## src/rtl/core/bced_pkg.sv

```systemverilog
`default_nettype none
package bced_pkg;

  localparam int TICK_WIDTH = 16;
  localparam int LIMIT_WIDTH = 16;
  localparam int CMP_WIDTH = (TICK_WIDTH > LIMIT_WIDTH) ? TICK_WIDTH : LIMIT_WIDTH;
  localparam int DEB_WIDTH = 8;
  localparam int EVENT_WIDTH = 3;
  localparam int COUNT_WIDTH = 4;
  localparam int CFG_DATA_WIDTH = 16;
  localparam int CFG_INDEX_WIDTH = 3;

  localparam logic [COUNT_WIDTH-1:0] COUNT_MAX = COUNT_WIDTH'(15);
  localparam logic [COUNT_WIDTH-1:0] REPEAT_MAX_DEFAULT = COUNT_WIDTH'(2);
  localparam logic [TICK_WIDTH-1:0] TICK_MAX = {TICK_WIDTH{1'b1}};

  typedef enum logic [CFG_INDEX_WIDTH-1:0] {
    REG_DEBOUNCE_LIMIT = 3'd0,
    REG_SHORT_LIMIT    = 3'd1,
    REG_LONG_LIMIT     = 3'd2,
    REG_PRESSED_LEVEL  = 3'd3,
    REG_REPEAT_ENABLE  = 3'd4,
    REG_REPEAT_MAX     = 3'd5
  } bced_reg_t;

  typedef enum logic [EVENT_WIDTH-1:0] {
    EV_NONE          = 3'd0,
    EV_PRESSED       = 3'd1,
    EV_RELEASED      = 3'd2,
    EV_SINGLE        = 3'd3,
    EV_REPEAT        = 3'd4,
    EV_LONG          = 3'd5,
    EV_LONG_HOLD     = 3'd6,
    EV_LONG_RELEASED = 3'd7
  } bced_event_t;

  typedef enum logic [2:0] {
    ST_IDLE        = 3'd0,
    ST_DOWN        = 3'd1,
    ST_UP          = 3'd2,
    ST_REDOWN      = 3'd3,
    ST_LONG        = 3'd5,
    ST_REPEAT_DONE = 3'd6
  } bced_state_t;

  typedef struct packed {
    logic [DEB_WIDTH-1:0]   debounce_limit;
    logic [LIMIT_WIDTH-1:0] short_limit;
    logic [LIMIT_WIDTH-1:0] long_limit;
    logic                   pressed_level;
    logic                   repeat_enable;
    logic [COUNT_WIDTH-1:0] repeat_max;
  } bced_cfg_t;

  typedef struct packed {
    bced_event_t            event_code;
    logic [COUNT_WIDTH-1:0] click_count;
  } bced_result_t;

endpackage
`default_nettype wire

```

## src/rtl/core/bced_debounce.sv

```systemverilog
`default_nettype none
module bced_debounce
  import bced_pkg::*;
(
  input  wire logic                 clk,
  input  wire logic                 rst_n,
  input  wire logic                 step,
  input  wire logic                 raw_level,
  input  wire bced_cfg_t            cfg,
  output logic                      down_nxt
);

  logic                 pressed_r;
  logic [DEB_WIDTH-1:0] count_r;
  logic [DEB_WIDTH-1:0] count_nxt;
  logic [DEB_WIDTH:0]   count_inc;
  logic                 raw_pressed;

  always_comb begin
    raw_pressed = (raw_level == cfg.pressed_level);
    count_inc = {1'b0, count_r} + 1'b1;
    down_nxt = pressed_r;
    count_nxt = '0;
    if (raw_pressed != pressed_r) begin
      if (count_inc > {1'b0, cfg.debounce_limit}) begin
        down_nxt = raw_pressed;
      end else begin
        count_nxt = count_inc[DEB_WIDTH-1:0];
      end
    end
  end

  always_ff @(posedge clk) begin
    if (!rst_n) begin
      pressed_r <= 1'b0;
      count_r <= '0;
    end else if (step) begin
      pressed_r <= down_nxt;
      count_r <= count_nxt;
    end
  end

endmodule
`default_nettype wire

```

## src/rtl/core/bced_fsm.sv

```systemverilog
`default_nettype none
module bced_fsm
  import bced_pkg::*;
(
  input  wire logic         clk,
  input  wire logic         rst_n,
  input  wire logic         step,
  input  wire logic         down,
  input  wire bced_cfg_t    cfg,
  output bced_result_t      result_nxt
);

  bced_state_t            state_r, state_nxt;
  logic [TICK_WIDTH-1:0]  tick_r, tick_nxt, tick_inc;
  bced_event_t            event_r, event_nxt;
  logic [COUNT_WIDTH-1:0] press_r, press_nxt, press_inc;
  logic                   past_long, past_short, below_short, can_count, hit_max;

  always_comb begin
    tick_inc = ((state_r != ST_IDLE) && (tick_r != TICK_MAX)) ? tick_r + 1'b1 : tick_r;
    past_long = CMP_WIDTH'(tick_inc) > CMP_WIDTH'(cfg.long_limit);
    past_short = CMP_WIDTH'(tick_inc) > CMP_WIDTH'(cfg.short_limit);
    below_short = CMP_WIDTH'(tick_inc) < CMP_WIDTH'(cfg.short_limit);
    can_count = press_r < COUNT_MAX;
    press_inc = press_r + 1'b1;
    hit_max = can_count && (press_inc == cfg.repeat_max);
  end

  // next state
  always_comb begin
    state_nxt = state_r;
    unique case (state_r)
      ST_IDLE: begin
        if (down) state_nxt = ST_DOWN;
      end
      ST_DOWN: begin
        if (!down) state_nxt = ST_UP;
        else if (past_long) state_nxt = ST_LONG;
      end
      ST_UP: begin
        if (!cfg.repeat_enable) begin
          if (!down) state_nxt = ST_IDLE;
          else if (past_long) state_nxt = ST_LONG;
        end else if (down) begin
          state_nxt = hit_max ? ST_REPEAT_DONE : ST_REDOWN;
        end else if (past_short) begin
          state_nxt = ST_IDLE;
        end
      end
      ST_REDOWN: begin
        if (!down) state_nxt = below_short ? ST_UP : ST_IDLE;
        else if (past_long) state_nxt = ST_LONG;
      end
      ST_LONG: begin
        if (!down) state_nxt = ST_IDLE;
      end
      ST_REPEAT_DONE: begin
        if (!down) state_nxt = ST_IDLE;
      end
      default: state_nxt = ST_IDLE;
    endcase
  end

  // outputs
  always_comb begin
    tick_nxt = tick_inc;
    event_nxt = event_r;
    press_nxt = press_r;
    unique case (state_r)
      ST_IDLE: begin
        if (down) begin
          event_nxt = EV_PRESSED;
          tick_nxt = '0;
          press_nxt = COUNT_WIDTH'(1);
        end else begin
          event_nxt = EV_NONE;
        end
      end
      ST_DOWN: begin
        if (!down) begin
          event_nxt = EV_RELEASED;
          tick_nxt = '0;
        end else if (past_long) begin
          event_nxt = EV_LONG;
        end
      end
      ST_UP: begin
        if (!cfg.repeat_enable) begin
          if (!down) event_nxt = EV_SINGLE;
          else if (past_long) event_nxt = EV_LONG;
        end else if (down) begin
          tick_nxt = '0;
          event_nxt = hit_max ? EV_REPEAT : EV_PRESSED;
          if (can_count) press_nxt = press_inc;
        end else if (past_short) begin
          event_nxt = (press_r == COUNT_WIDTH'(1)) ? EV_SINGLE : EV_REPEAT;
        end
      end
      ST_REDOWN: begin
        if (!down) begin
          event_nxt = EV_RELEASED;
          if (below_short) tick_nxt = '0;
        end else if (past_long) begin
          event_nxt = EV_LONG;
        end
      end
      ST_LONG: begin
        event_nxt = down ? EV_LONG_HOLD : EV_LONG_RELEASED;
      end
      ST_REPEAT_DONE: begin
        event_nxt = EV_NONE;
      end
      default: begin
        tick_nxt = tick_r;
      end
    endcase
  end

  assign result_nxt.event_code = event_nxt;
  assign result_nxt.click_count = press_nxt;

  always_ff @(posedge clk) begin
    if (!rst_n) begin
      state_r <= ST_IDLE;
      tick_r <= '0;
      event_r <= EV_NONE;
      press_r <= '0;
    end else if (step) begin
      state_r <= state_nxt;
      tick_r <= tick_nxt;
      event_r <= event_nxt;
      press_r <= press_nxt;
    end
  end

endmodule
`default_nettype wire

```

## src/rtl/core/button_click_event_detector.sv

```systemverilog
`default_nettype none
// Button click detector: each input word is one timer tick carrying the raw pin
// level, and each tick gives exactly one output word with the current event code
// and the click count of the current sequence. A new tick is taken every cycle unless
// in_stall is high; a tick passes through an input register and the debounce and
// state-machine update into the output register when the output is not stalled. A
// stalled output holds its word while one more tick waits in the input register;
// further input is stalled only then. The user must write registers through
// cfg_wr_en/cfg_index/cfg_data while no tick is in flight, which the block does not
// enforce; repeat_max written as zero reads as 2, and unknown indexes are ignored.
module button_click_event_detector
  import bced_pkg::*;
(
  input  wire logic                       clk,
  input  wire logic                       rst_n,
  input  wire logic                       in_valid,
  output logic                            in_stall,
  input  wire logic                       in_raw_level,
  output logic                            out_valid,
  input  wire logic                       out_stall,
  output logic [EVENT_WIDTH-1:0]          out_event_code,
  output logic [COUNT_WIDTH-1:0]          out_click_count,
  input  wire logic                       cfg_wr_en,
  input  wire logic [CFG_INDEX_WIDTH-1:0] cfg_index,
  input  wire logic [CFG_DATA_WIDTH-1:0]  cfg_data
);

  bced_cfg_t              cfg_r;
  logic                   in_valid_r;
  logic                   pin_r;
  logic                   out_valid_r;
  logic [EVENT_WIDTH-1:0] event_r;
  logic [COUNT_WIDTH-1:0] count_r;
  logic                   step;
  logic                   down;
  bced_result_t           result;
  logic [COUNT_WIDTH-1:0] rep_max;

  assign step = in_valid_r && (!out_valid_r || !out_stall);
  assign in_stall = in_valid_r && !step;
  assign rep_max = (cfg_data[COUNT_WIDTH-1:0] == '0) ? REPEAT_MAX_DEFAULT
                                                      : cfg_data[COUNT_WIDTH-1:0];

  always_ff @(posedge clk) begin
    if (!rst_n) begin
      cfg_r.debounce_limit <= DEB_WIDTH'(3);
      cfg_r.short_limit <= LIMIT_WIDTH'(60);
      cfg_r.long_limit <= LIMIT_WIDTH'(200);
      cfg_r.pressed_level <= 1'b0;
      cfg_r.repeat_enable <= 1'b0;
      cfg_r.repeat_max <= REPEAT_MAX_DEFAULT;
    end else if (cfg_wr_en) begin
      unique case (cfg_index)
        REG_DEBOUNCE_LIMIT: cfg_r.debounce_limit <= cfg_data[DEB_WIDTH-1:0];
        REG_SHORT_LIMIT:    cfg_r.short_limit <= cfg_data[LIMIT_WIDTH-1:0];
        REG_LONG_LIMIT:     cfg_r.long_limit <= cfg_data[LIMIT_WIDTH-1:0];
        REG_PRESSED_LEVEL:  cfg_r.pressed_level <= cfg_data[0];
        REG_REPEAT_ENABLE:  cfg_r.repeat_enable <= cfg_data[0];
        REG_REPEAT_MAX:     cfg_r.repeat_max <= rep_max;
        default: ;
      endcase
    end
  end

  always_ff @(posedge clk) begin
    if (!rst_n) begin
      in_valid_r <= 1'b0;
      out_valid_r <= 1'b0;
    end else begin
      if (!in_stall) in_valid_r <= in_valid;
      if (step) out_valid_r <= 1'b1;
      else if (!out_stall) out_valid_r <= 1'b0;
    end
  end

  always_ff @(posedge clk) begin
    if (!in_stall && in_valid) pin_r <= in_raw_level;
    if (step) begin
      event_r <= result.event_code;
      count_r <= result.click_count;
    end
  end

  bced_debounce u_debounce (
    .clk       (clk),
    .rst_n     (rst_n),
    .step      (step),
    .raw_level (pin_r),
    .cfg       (cfg_r),
    .down_nxt  (down)
  );

  bced_fsm u_fsm (
    .clk        (clk),
    .rst_n      (rst_n),
    .step       (step),
    .down       (down),
    .cfg        (cfg_r),
    .result_nxt (result)
  );

  assign out_valid = out_valid_r;
  assign out_event_code = event_r;
  assign out_click_count = count_r;

endmodule
`default_nettype wire

```

## config.mk

```make
export PLATFORM = sky130hd
export DESIGN_NAME = button_click_event_detector
export DESIGN_NICKNAME = d
export VERILOG_FILES = /design/src/rtl/core/bced_pkg.sv /design/src/rtl/core/bced_debounce.sv /design/src/rtl/core/bced_fsm.sv /design/src/rtl/core/button_click_event_detector.sv
export SDC_FILE = /design/constraint.sdc
export NUM_CORES = 1
export LEC_CHECK = 0
export ABC_CLOCK_PERIOD_IN_PS = 3800
export BUFFER_PORTS_ARGS = -buffer_cell sky130_fd_sc_hd__clkbuf_2
export CORE_MARGIN = 2
export CORE_UTILIZATION = 37
export CTS_BUF_LIST = sky130_fd_sc_hd__clkbuf_4
export CTS_CLUSTER_SIZE = 28
export DETAILED_ROUTE_END_ITERATION = 10
export PLACE_DENSITY_LB_ADDON = 0.05
export SYNTH_ARGS = -nofsm -noshare
export SYNTH_HDL_FRONTEND = slang
export SYNTH_SLANG_ARGS = --single-unit
```

## constraint.sdc

```tcl
create_clock -name clk -period 3.8 [get_ports clk]
set_input_delay 0.57 -clock clk [delete_from_list [all_inputs] [get_ports clk]]
set_output_delay 0.57 -clock clk [all_outputs]
set_load 0.01 [all_outputs]
```

[Yosys cells after proc, flatten, opt, wreduce, memory -nomap -nowiden]
Cells that the tools add are included.
Word-level totals
  memories: 0
  bits in latches: 0
  memory bits (writable): 0
  register bits: 91
  output and inout bits: 9
  bits of input ports: 25
  ROM bits: 0
  logic and storage cells: 111
Operators by class
  multiply operators: 0
  eq/ne operators: 19
  mux-type cells: 42
  reduce and logical (&&, ||, !) cells: 25
  bitwise operators: 0
  shift-type cells: 0
  add/sub/neg operators: 3
  $lt $le $gt $ge: 5
  div/mod/pow operators: 0
Operators by type and width (number)
  $mux W16: 6
  $pmux W16 S5: 1
  $mux W3: 18
  $gt A16 B16 Y1: 2
  $pmux W3 S5: 2
  $mux W4: 5
  $add A16 B1 Y16 const B: 1
  $lt A16 B16 Y1: 1
  $mux W8: 2
  $ne A16 B16 Y1 const B: 1
  $reduce_and A2 Y1: 7
  $eq A3 B2 Y1 const B: 4
  $eq A3 B3 Y1 const B: 4
  $add A8 B1 Y9 const B: 1
  $gt A9 B8 Y1: 1
  $pmux W4 S2: 1
  $eq A3 B1 Y1 const B: 2
  $logic_not A3 Y1: 2
  $mux W1: 6
  $logic_and A1 B1 Y1: 5
  $reduce_bool A5 Y1: 1
  $add A4 B1 Y4 const B: 1
  $eq A4 B1 Y1 const B: 1
  $eq A4 B4 Y1: 1
  13 further kinds: 18

[Logic depth before layout (Yosys ltp)]
  word-level depth: 8
  mapped depth: 16
  depth with buffers taken out: 15

[By module]
Synthesis repeated with hierarchy kept, for this count alone.
Unflattened totals
  cell total of the unflattened synthesis: 690
  area, all modules: 5713.0 µm²
Modules (own cells, without submodules)
  bced_fsm: seq. area each 520.5 µm², instances 1, area each 2816.5 µm², cells each 371
  button_click_event_detector: seq. area each 1201.2 µm², instances 1, area each 2085.8 µm², cells each 218
  bced_debounce: seq. area each 180.2 µm², instances 1, area each 810.8 µm², cells each 101

[Least setup slack after synthesis]
Ideal clock, no wire load.
  path kind: register to register
  start point: register u_fsm.tick_r[4]
  end point: register event_r[2], in the netlist out_event_code[2], data pin
  period minus slack after synthesis: 3.932 ns
  buffers on the path: 0
  stages on the path, launching flop included: 15
  data arrival time: 3.669 ns
  library setup time: 0.263 ns
  setup slack: -0.132 ns
  required time: 3.537 ns
  path through: dfxtp_1 -> nand4_1 -> or4_1 -> o21ai_1 -> nor3_1 -> nor4b_1 -> or2_2 -> ha_1 -> and4_1 -> and2_1 -> a22o_1 -> o31a_1 -> mux2_2 -> a31oi_1 -> a21oi_1
RTL lines
  from (decl): line bced_fsm.sv:14  | logic [TICK_WIDTH-1:0] tick_r, tick_nxt, tick_inc;
  from (signal assigned): line bced_fsm.sv:130  | tick_r <= tick_nxt;
  to (signal assigned): line button_click_event_detector.sv:79  | event_r <= result.event_code;
  to (decl): line button_click_event_detector.sv:32  | logic [EVENT_WIDTH-1:0] event_r;

==> metrics.md <==
| Metric | Value |
|---|---|
| Status | `finished with violations` |
| Failing checks | `setup timing` |
| Top post-synthesis cells by count | `nand2_1 (108), dfxtp_1 (83), a21oi_1 (70)` |
| Deepest clock path buffer count | `2` |
| Drt via density | `roughly 5.4` |
| Area grow syn2layout | `29.6%` |
| RePlAce Congestion | `a little under 0.9` |
| Sequential power share | `0.517` |
| Nature of the critical path endpoint | `register` |
| Setup WS pre-CTS | `-0.316 ns` |
| Comb power frac | `0.137` |
| Die ar. | `~16000 µm²` |
| NumNets Final | `859` |
| Min Clock Period, post-route | `just under 4 ns` |
| Startpoint types | `register` |
| Port bufs | `33` |
| Synth Area in Compound Gates | `0.206` |
| Finished Cell Area | `7110 µm²` |
| Routed length per instance | `approximately 17 µm` |
| Worst endpoint required time | `4.05 ns` |
| Crit Path Class | `register to register` |
| Syn_area_per_cell | `between 7 and 8 µm²` |
| First-pass detailed-route iteration total | `5` |
| Clk root buf | `clkbuf_4` |
| Xor/xnor share of the synthesized area | `0.0367` |
| Final hold violations | `0` |
| Worst Max-Slew Pin Slew | `between 0.8 and 0.9 ns` |
| Cell area after synthesis | `5490 µm²` |
| Synth warn | `0` |
| Detail Route Antenna Nets | `0` |
| Largest net degree at the start of global routing | `36` |
| Slew Limit Fails | `0` |
| Post-synthesis sequential area ratio | `0.347` |
| CTS Buf Count | `9` |
| Row Count | `44` |
| Post-synth EDFFs | `8` |
| Drt total wl | `roughly 16 mm` |
| FMAX | `251 MHz` |
| Worst Hold Class | `input pin to register` |
| Top_reg_cell synth | `dfxtp_1` |
| Detailed-placement wirelength estimate | `roughly 11 mm` |
| P_int | `between 1 and 1.5 mW` |
| Worst skew pair latency | `a little under 0.5 ns` |
| FF+latch count, synth | `a little over 90` |
| FILL cells | `around 1500` |
| DRT iter0 DRCs | `approximately 310` |
| Final critical-path share of the clock period | `1.05` |
| Clock network fraction of total power | `0.346` |
| Gr ovfl total | `0` |
| Worst-path maximum fanout | `7` |
| Starting Density | `0.377` |
| Worst setup margin | `-0.178 ns` |
| Core area | `approximately 15000 µm²` |
| PwrDens | `between 200 and 300 nW/µm²` |
| CTS tree | `built` |
| Area contributors post-synth | `dfxtp_1 (30%), ha_1 (10%), nand2_1 (7.4%)` |
| Max-cap violation count | `0` |
| Io pins | `34` |
| Syn Inst Count | `695` |
| Die W | `126 µm` |
| Synth cell types | `69` |
| Area share of fa/ha/maj cells after synthesis | `0.100` |
| Sw frac | `0.290` |
| Asr flop ratio synth | `0` |
| Antenna violations before repair | `1` |
| Top-count cell post-synth | `nand2_1` |
| CTS clk-pin slew, worst paths | `approximately 0.16 ns` |
| CP arrival | `roughly 4.2 ns` |
| Die span in y | `~130 µm` |
| Synth area leader | `dfxtp_1` |
| Finish-stage setup viols | `24` |
| # hold bufs at CTS | `0` |
| Largest family of logic cells by synthesized area | `simple AND/OR/NAND/NOR gates` |
| R2r setup slk | `-0.18 ns` |
| Syn_nets | `about 760` |
| Multiplexer share of the synthesized area | `0.0151` |
| Setup tns final | `-1.76 ns` |
| Clock Skews | `~0.014 ns` |
| Vias in the first global route | `about 5200` |
| Worst vdd ir | `143 µV` |
| Global Route Usage Sum | `0.209` |
| Max-slew headroom | `0.405` |
| Area share of the largest cell type after synthesis | `0.303` |
| RSZ-0062 raised after global routing | `yes` |
| Share of cells above drive strength 1 | `0.272` |
| CTS sink count | `91` |
| Lkg Pwr | `approximately 2.9 nW` |
| Drt drc | `0` |
| Routed vias | `roughly 5300` |
| Hold slack | `0.235 ns` |
| Synth Area in Simple Gates | `0.239` |
| Psw | `around 0.56 mW` |
| H-tree levels | `3` |
| First-pass GRT wire length | `26.6 mm` |
| Post-Place Cell Area | `~6200 µm²` |
[layout make-up]
class,instances,area [µm²],area share
tap,184,230,0.0324
clock buffer,10,75.1,0.0106
timing repair buffer,115,837,0.118
antenna,1,2.50,0.000352
clock inverter,6,97.6,0.0137
sequential,91,1910,0.268
multi-input combinational,523,3770,0.530
inverter,50,188,0.0264
[metal layers]
layer  vias to the layer above  routed length [µm]  GRT usage
met3                        16                 543     0.0272
met1                      2545                7170      0.254
met2                        98                8270      0.380
li1                       2661                   -          -
met5                         -                   0          0
met4                         0                 271     0.0705
[repair_timing]
action,4_1_cts,5_1_grt
cloned,1,0
pin swaps,45,37
gates resized for setup,66,27
endpoints found under the setup margin,25,31
buffers inserted,13,7
[worst max-delay path: stages (launching register included)]
cell,delay [ns]
dfxtp_2,0.39
ha_4,0.15
nand2_2,0.05
or4_4,0.57
buf_6,0.14
nand3b_1,0.26
nor2_2,0.19
xor2_2,0.09
buf_4,0.16
ha_4,0.25
nand4_1,0.11
buf_6,0.15
a2111o_1,0.40
a21oi_2,0.18
buf_6,0.15
buf_6,0.10
o32ai_2,0.09
a22oi_2,0.22
a21oi_1,0.09
[flip-flops by register name, summed over array words and instances, names as in the netlist]
register,cells
cfg_r,46
in_valid_r,1
out_click_count,4
out_event_code,3
out_valid,1
pin_r,1
u_debounce.count_r,8
u_debounce.pressed_r,1
u_fsm.event_r,3
u_fsm.press_r,4
u_fsm.state_r,3
u_fsm.tick_r,16
[placed cells by master, fill, tap and decap left out, types with 3 or more instances in the layout]
cell      netlist  final
ha_1           44     30
or4_4           0      3
nand3_1        21     20
nor2b_1         6      5
nand2_1       108    107
buf_4           0     73
a32oi_2         0      5
nand3b_1        4      4
and2_1          7      6
nor3_1         15     13
xnor2_1        13     12
nor2_2          0      3
or3_1           4      4
dfxtp_2         0      5
clkbuf_4        0     10
o211ai_1       17     17
edfxtp_1        8      8
or2_2           8      3
nand4_1        10     10
a21oi_2         0      5
ha_4            0     14
o21ai_0        21     18
dfxtp_1        83     78
a21oi_1        70     64
mux2i_1         6      6
inv_1          50     49
buf_6           0      7
a31oi_1         7      6
nor2_1         56     52
xor2_1         10      9
and3_1          8      8
clkbuf_2        0     33
or2_4           0      5
and4_4          0      3
a32oi_1        10      5
nand2b_1        5      5
a22oi_1         5      3
[stage by stage]
stage | instances | utilization | power (mW)
after global routing | 980 | 0.489 | 2.03
after floorplan | 695 | - | 1.17
after global placement | 942 | 0.430 | 1.26
final | 980 | 0.489 | 1.95
after CTS | 972 | 0.475 | 1.95
after detailed placement | 942 | 0.430 | 1.26
[final timing paths]
| path | depth (start not counted) | endpoint | startpoint |
|---|---|---|---|
| worst max-delay path | 18 | out_event_code[1] | u_fsm.tick_r[0] |
| worst min-delay path | 1 | pin_r | in_raw_level |
| worst max register to register | 18 | out_event_code[1] | u_fsm.tick_r[0] |
| worst min register to register | 2 | cfg_r[40] | cfg_r[40] |
[power by group through the flow]
stage	Clock [mW]	Sequential, mW	Combinational [mW]
final	0.672	1.01	0.267
after global routing	0.725	1.01	0.292
after CTS	0.688	1.01	0.257
after detailed placement	0	1.03	0.233
after global placement	0	1.03	0.229
after floorplan	0	1.03	0.144
[cells by family after synthesis]
family                     count (synthesis)
muxes                                      8
adders and majority gates                 44
AOI/OAI and AO/OA                        173
DFF                                       91
xor gates and xnor gates                  23
and+or+nand+nor                          275
buffers and inverters                     81
(Power assumes the default switching activity.)
